## src/design/ffpa_pkg.sv

```systemverilog
// Shared types and constants of the first-fit page allocator.
// Used by ffpa_cell, first_fit_page_allocator and ffpa_checker; depends on nothing.
package ffpa_pkg;

	localparam int MAX_CHUNKS_DEF = 64;
	localparam int PAGE_W         = 44;
	localparam int COUNT_W        = 24;
	localparam int TOTAL_OUT_W    = 31;

	localparam logic KIND_ALLOC = 1'b0;
	localparam logic KIND_FREE  = 1'b1;

	localparam logic [1:0] ST_OK    = 2'd0;
	localparam logic [1:0] ST_NOFIT = 2'd1;
	localparam logic [1:0] ST_FULL  = 2'd2;
	localparam logic [1:0] ST_ZERO  = 2'd3;

	typedef struct packed {
		logic               kind;
		logic [PAGE_W-1:0]  page;
		logic [COUNT_W-1:0] count;
	} ffpa_req_t;

	typedef struct packed {
		logic [1:0]             status;
		logic [PAGE_W-1:0]      alloc_page;
		logic [TOTAL_OUT_W-1:0] free_total;
	} ffpa_rsp_t;

	typedef struct packed {
		logic               push;
		logic               alloc;
		logic [COUNT_W-1:0] count;
	} ffpa_ctl_t;

	typedef struct packed {
		logic              found;
		logic              remove;
		logic [PAGE_W-1:0] page;
	} ffpa_link_t;

endpackage

```

## src/design/ffpa_cell.sv

```systemverilog
// One list position of the allocator: holds a chunk start and size.
// Depends on ffpa_pkg; chained head to tail by first_fit_page_allocator.
module ffpa_cell (
	input  logic                          clk,
	input  logic                          capture,
	input  logic [ffpa_pkg::COUNT_W-1:0]  in_count,
	input  logic                          occupied,
	input  ffpa_pkg::ffpa_ctl_t           ctl,
	input  logic [ffpa_pkg::PAGE_W-1:0]   left_start,
	input  logic [ffpa_pkg::COUNT_W-1:0]  left_size,
	input  logic [ffpa_pkg::PAGE_W-1:0]   right_start,
	input  logic [ffpa_pkg::COUNT_W-1:0]  right_size,
	input  ffpa_pkg::ffpa_link_t          link_in,
	output ffpa_pkg::ffpa_link_t          link_out,
	output logic [ffpa_pkg::PAGE_W-1:0]   start_q,
	output logic [ffpa_pkg::COUNT_W-1:0]  size_q
);

	logic fit_s1;
	logic exact_s1;
	logic fit_eff;
	logic take_right;

	always_ff @(posedge clk) begin
		if (capture) begin
			fit_s1   <= occupied && (size_q >= in_count);
			exact_s1 <= (size_q == in_count);
		end
	end

	assign fit_eff    = fit_s1 && !link_in.found;
	assign take_right = link_in.remove || (fit_eff && exact_s1);

	always_comb begin
		link_out.found  = link_in.found || fit_s1;
		link_out.remove = take_right;
		link_out.page   = link_in.found ? link_in.page :
			(fit_s1 ? start_q : '0);
	end

	always_ff @(posedge clk) begin
		if (ctl.push) begin
			start_q <= left_start;
			size_q  <= left_size;
		end else if (ctl.alloc) begin
			if (take_right) begin
				start_q <= right_start;
				size_q  <= right_size;
			end else if (fit_eff) begin
				start_q <= start_q + ffpa_pkg::PAGE_W'(ctl.count);
				size_q  <= size_q - ctl.count;
			end
		end
	end

endmodule

```

## config.mk

```make
export PLATFORM = sky130hd
export DESIGN_NAME = ffpa_cell
export DESIGN_NICKNAME = d
export VERILOG_FILES = /design/src/design/ffpa_pkg.sv /design/src/design/ffpa_cell.sv
export SDC_FILE = /design/constraint.sdc
export NUM_CORES = 1
export LEC_CHECK = 0
export ABC_AREA = 1
export BUFFER_PORTS_ARGS = -buffer_cell sky130_fd_sc_hd__buf_2
export CAP_MARGIN = 0
export CORE_MARGIN = 2
export CORE_UTILIZATION = 51
export CTS_CLUSTER_DIAMETER = 50
export CTS_CLUSTER_SIZE = 12
export DETAILED_ROUTE_END_ITERATION = 10
export GPL_ROUTABILITY_DRIVEN = 0
export PLACE_DENSITY = 0.83
export SYNTH_ARGS = -nofsm -noshare
export SYNTH_HDL_FRONTEND = slang
export SYNTH_SLANG_ARGS = --single-unit
```

## constraint.sdc

```tcl
create_clock -name clk -period 3.4 [get_ports clk]
set_input_delay 0.34 -clock clk [delete_from_list [all_inputs] [get_ports clk]]
set_output_delay 0.34 -clock clk [all_outputs]
set_load 0.01 [all_outputs]
```

## Word level (Yosys, flattened, before mapping)

Index checks and enable logic that the tools add are counted.

| storage, ports and cells | value |
|---|---|
| register bits after elaboration | 70 |
| latch bits | 0 |
| bits in writable memories | 0 |
| bits in read-only memories | 0 |
| bits of input ports | 235 |
| output and inout port bits | 114 |
| word-level logic and storage cells | 27 |
| memories | 0 |

| cells by class | value |
|---|---|
| $add $sub $neg | 2 |
| $mul | 0 |
| divide/modulo/power cells | 0 |
| magnitude comparators | 1 |
| equality and inequality tests | 1 |
| shifts and indexed selects | 0 |
| multiplexer cells | 10 |
| bitwise gates (word level) | 0 |
| reduce and logical (&&, ||, !) cells | 9 |

Operators by type and width:

| kind | number |
|---|---|
| two-way mux 44 bit | 6 |
| two-way mux 24 bit | 4 |
| adder 44 x 24 -> 44 bit | 1 |
| equality test 24 bit | 1 |
| greater-or-equal comparator 24 bit | 1 |
| subtractor 24 bit | 1 |
| logical AND 1 bit | 3 |
| nonzero test 3 bit | 1 |
| logical OR 1 bit | 2 |
| AND reduction 2 bit | 1 |
| nonzero test 2 bit | 1 |
| zero test 1 bit | 1 |

## Longest topological paths before layout

| logic depth | value |
|---|---|
| depth after elaboration | 7 |
| depth in mapped cells | 16 |
| depth with buffers taken out | 16 |

## Worst setup path after synthesis

Ideal clock, no wire load.

| timing | value |
|---|---|
| path kind | in2reg |
| start | input port link_in[45] (netlist name) |
| end | register size_q[0] (netlist name), enable pin |
| library setup time | 0.428 ns |
| data arrival time | 2.553 ns |
| data required time | 2.972 ns |
| slack | 0.420 ns |
| stages | 5 |
| path buffers | 2 |
| cell sequence | buf_4 nor2_4 clkbuf_1 o21ai_0 nand2_1 |

| between the ends | value |
|---|---|
| word-level cells in the longest chain between the ends | 6 |

Ends and longest elaborated chain:

| element | line | RTL |
|---|---|---|
| start, declared | ffpa_cell.sv:13 | `input ffpa_pkg::ffpa_link_t link_in,` |
| zero test 1 bit (*) | ffpa_cell.sv:31 | `assign fit_eff = fit_s1 && !link_in.found;` |
| logical AND 1 bit (*) | ffpa_cell.sv:31 |  |
| logical AND 1 bit | ffpa_cell.sv:32 | `assign take_right = link_in.remove \|\| (fit_eff && exact_s1);` |
| logical OR 1 bit | ffpa_cell.sv:32 |  |
| nonzero test 3 bit (no source line) (*) | n/a |  |
| AND reduction 2 bit (no source line) (*) | n/a |  |
| end signal, assigned | ffpa_cell.sv:44 | `size_q <= left_size;` |
| end signal, assigned | ffpa_cell.sv:48 | `size_q <= right_size;` |
| end signal, assigned | ffpa_cell.sv:51 | `size_q <= size_q - ctl.count;` |
| end, declared | ffpa_cell.sv:16 | `output logic [ffpa_pkg::COUNT_W-1:0] size_q` |

Every way passes the cells marked *; elsewhere a longest branch is shown, timed or not.
A chain may end at the register's enable or synchronous reset.

## Final worst setup path

| timing | value |
|---|---|
| start | register size_q[0] (netlist name) |
| end | register size_q[16] (netlist name), data pin |

| between the ends | value |
|---|---|
| word-level cells in the longest chain between the ends | 5 |

Ends and longest elaborated chain:

| element | line | RTL |
|---|---|---|
| subtractor 24 bit | ffpa_cell.sv:51 |  |
| two-way mux 24 bit | ffpa_cell.sv:49 | `end else if (fit_eff) begin` |
| two-way mux 24 bit | ffpa_cell.sv:46 | `if (take_right) begin` |
| two-way mux 24 bit | ffpa_cell.sv:45 | `end else if (ctl.alloc) begin` |
| two-way mux 24 bit | ffpa_cell.sv:42 | `if (ctl.push) begin` |

Every way passes these cells. The select of a mux whose other input is x is not followed.

==> results.py <==
metrics = {
    "grt": {
        "grt_use_met2_pct": 56.9,
        "gr-usage-all-layers_pct": 34.3,
        "grt_pass1_vias": 9859,
        "grt_max_degree": 109,
        "grt_busiest_layer": "met2",
        "met3_usage_pct": 6.42,
        "use_met1_pct": 44.8,
        "antenna_found_initial": 2,
        "grt_remaining_overflow": 0,
        "grt_first_pass_wirelength_um": 49100,
    },
    "synth": {
        "yosysTopAreaCellShare_pct": 24.0,
        "ys_seq_area_share_pct": 24.0,
        "ys_ff_latch": 70,
        "synth_top_cell_by_area": "edfxtp_1",
        "muxShareOfSynthArea_pct": 0,
        "synth_edf_count": 70,
        "synth-compound-area-share_pct": 15.0,
        "synthAdderAreaFrac_pct": 10.6,
        "synth_area_leaders": "edfxtp_1 (24%), nand2_1 (20%), ha_1 (10%), inv_1 (9.1%), nor2_1 (6.7%)",
        "avgSynthCellArea_um2": 6.16,
        "synthXorXnorAreaFrac_pct": 2.50,
        "syn_area_mm2": 0.00877,
        "synth_fp_nets": 1732,
        "synth_cell_type_count": 46,
        "synthTopCellsByCount": "nand2_1 (457), inv_1 (212), nor2_1 (157), o21ai_0 (91), nand3_1 (87)",
        "synthCells": 1424,
        "synth_top_family_by_area": "simple AND/OR/NAND/NOR gates",
        "synthSimpleGateAreaFrac_pct": 36.4,
        "yosysWarnings": 0,
        "synth_most_common_cell": "nand2_1",
        "synthArstFlopShare_pct": 0,
        "ys.flop_type": "edfxtp_1",
    },
    "timing": {
        "worst_pin_slew_ns": 0.635,
        "maxSlewHeadroom_pct": 57.6,
        "rsz0062_at_grt": "false",
        "setup_viol": 0,
        "tns_ns": 0,
        "period_share_pct": 73.4,
        "fmax_mhz": 401,
        "whs_ns": 0.215,
        "min_period_ns": 2.50,
        "skew_ns": 0.0106,
        "setup_slack_ns": 0.905,
        "finalHoldViolations": 0,
        "slew_viol_final": 0,
    },
    "clock_tree": {
        "cts.path.max_buffers": 2,
        "cts_sinks": 70,
        "clk_latency_ns": 0.36,
        "cts_resized": 0,
        "cts_root_buffer": "clkbuf_16",
        "cts_max_level": 3,
        "cts_setup_buffers": 0,
        "cts_tree": "done",
        "numCtsBuffers": 9,
        "hold_buffers": 0,
        "path_clk_slew_ns": 0.06,
    },
    "placement": {
        "io_buffers": 348,
        "place_ws_ns": 0.884,
        "dp_hpwl_um": 25500,
    },
    "drt": {
        "ant_nets": 0,
        "drc": 0,
        "viasPerCell": 5.47,
        "wirelength_um": 32200,
        "drt_pass1_iterations": 5,
        "drt_iter0_drc": 958,
        "post_drt_wl_per_cell_um": 16.3,
        "vias": 10800,
    },
    "setup_path": {
        "critPathArrivalTime_ns": 2.60,
        "path_class": "flip-flop to flip-flop",
        "critPathLaunchType": "flip-flop",
        "critPathRequiredTime_ns": 3.50,
        "cp_max_fo": 4,
        "endpoint_kind": "flip-flop",
    },
    "pwr": {
        "leakagePower_uw": 0.00614,
        "powerDensity_mw_per_mm2": 360,
        "ir_drop_uv": 278,
    },
    "die": {
        "row_count": 47,
        "die_area_mm2": 0.0183,
        "ios": 349,
        "die_w_um": 135,
        "core_mm2": 0.0167,
        "die_h_um": 135,
        "start_util_pct": 52.5,
    },
    "run_status": {
        "status": "finished clean",
    },
    "final_layout": {
        "drive_gt1_share_pct": 23.0,
        "multiInputGateArea_mm2": 0.00566,
        "areaGrowthSynthToFinish_pct": 24.6,
        "fillers": 1557,
        "register_area_mm2": 0.00210,
        "fin_nets": 2059,
    },
    "flow_run": {
        "drv_cap": 0,
    },
    "hold_path": {
        "min_path_type": "input port to flip-flop",
    },
}
-- cell usage in the layout (no fill, tap or decap), drive strengths merged --
| cell | count |
|---|---|
| nand2 | 469 |
| buf | 355 |
| inv | 216 |
| nor2 | 165 |
| o21ai | 115 |
| nand3 | 91 |
| ha | 71 |
| edfxtp | 70 |
| a21oi | 68 |
| nor3 | 25 |
| a22o | 23 |
| xor2 | 20 |
| nand4 | 13 |
| clkbuf | 12 |
| o21a | 6 |
| o21bai | 5 |
| a21o | 5 |
| xnor2 | 5 |
| and2 | 4 |
| clkinv | 4 |
| diode | 2 |
| or2 | 2 |
| a31oi | 2 |
| fa | 2 |
| nand3b | 1 |
| a21boi | 1 |
| nor4 | 1 |
| a31o | 1 |
| and3 | 1 |
| o211ai | 1 |
| a211oi | 1 |
-- power breakdown --
part           total [uW]  internal, uW  switching [uW]
clock                 869           485             384
sequential           1200          1090             116
combinational        1870           691            1180
-- final cells by class --
| cell class | instances | area share (%) |
|---|---|---|
| Tap cell | 220 | 2.52 |
| Sequential cell | 70 | 19.2 |
| Clock inverter | 3 | 0.115 |
| Inverter | 217 | 7.46 |
| Timing Repair Buffer | 355 | 16.7 |
| Multi-Input combinational cell | 1098 | 51.8 |
| Clock buffer | 12 | 2.16 |
| Antenna cell | 2 | 0.0458 |
-- routing by layer --
layer / vias to the layer above / share of wire (%) / wire [um]
met5: - / 0 / 0
met4: 0 / 2.9 / 922
met3: 76 / 11 / 3600
met2: 659 / 46 / 14800
met1: 4843 / 40 / 12900
li1: 5245 / - / -
-- path summary, 6_finish.rpt --
check	depth (start not counted)	slack (ns)	start	to
max	15	0.90	size_q[0]$_DFFE_PP_	size_q[16]$_DFFE_PP_
max reg2reg	15	0.90	size_q[0]$_DFFE_PP_	size_q[16]$_DFFE_PP_
min reg2reg	4	0.75	start_q[38]$_DFFE_PP_	start_q[38]$_DFFE_PP_
min	1	0.21	capture	exact_s1$_DFFE_PP_
-- state kept, by name, summed over array words and instances, names as in the netlist --
name and cells:
fit_s1 1, exact_s1 1, start_q 44, size_q 24
-- kinds of logic after synthesis --
| family | count (synthesis) |
|---|---|
| xor+xnor | 25 |
| simple gates | 772 |
| compound gates | 228 |
| buf+inv | 256 |
| fa+ha+maj | 73 |
| flops | 70 |
-- per-stage QoR --
stage	util, %	cells	area [um2]	power [uW]
2_1_floorplan	-	1424	8770	2390
3_3_place_gp	63.9	1960	10700	2990
3_5_place_dp	63.9	1960	10700	3030
4_1_cts	65.4	1975	10900	3900
5_1_grt	65.4	1977	10900	4180
6_report	65.4	1977	10900	3940
-- worst max-delay path, stage by stage, from the launching register on --
cell and delay (ns):
edfxtp_1 0.34, inv_1 0.07, ha_1 0.21, fa_1 0.40, inv_1 0.10, nand3_1 0.07
nand2_1 0.18, nand2_1 0.07, nand2_1 0.14, inv_2 0.08, o21ai_4 0.18, nand2_1 0.11
nand3_1 0.09, nand3_1 0.08, nand2_1 0.08, nand2_1 0.05
Note: power is estimated with default switching activity, not from simulation.
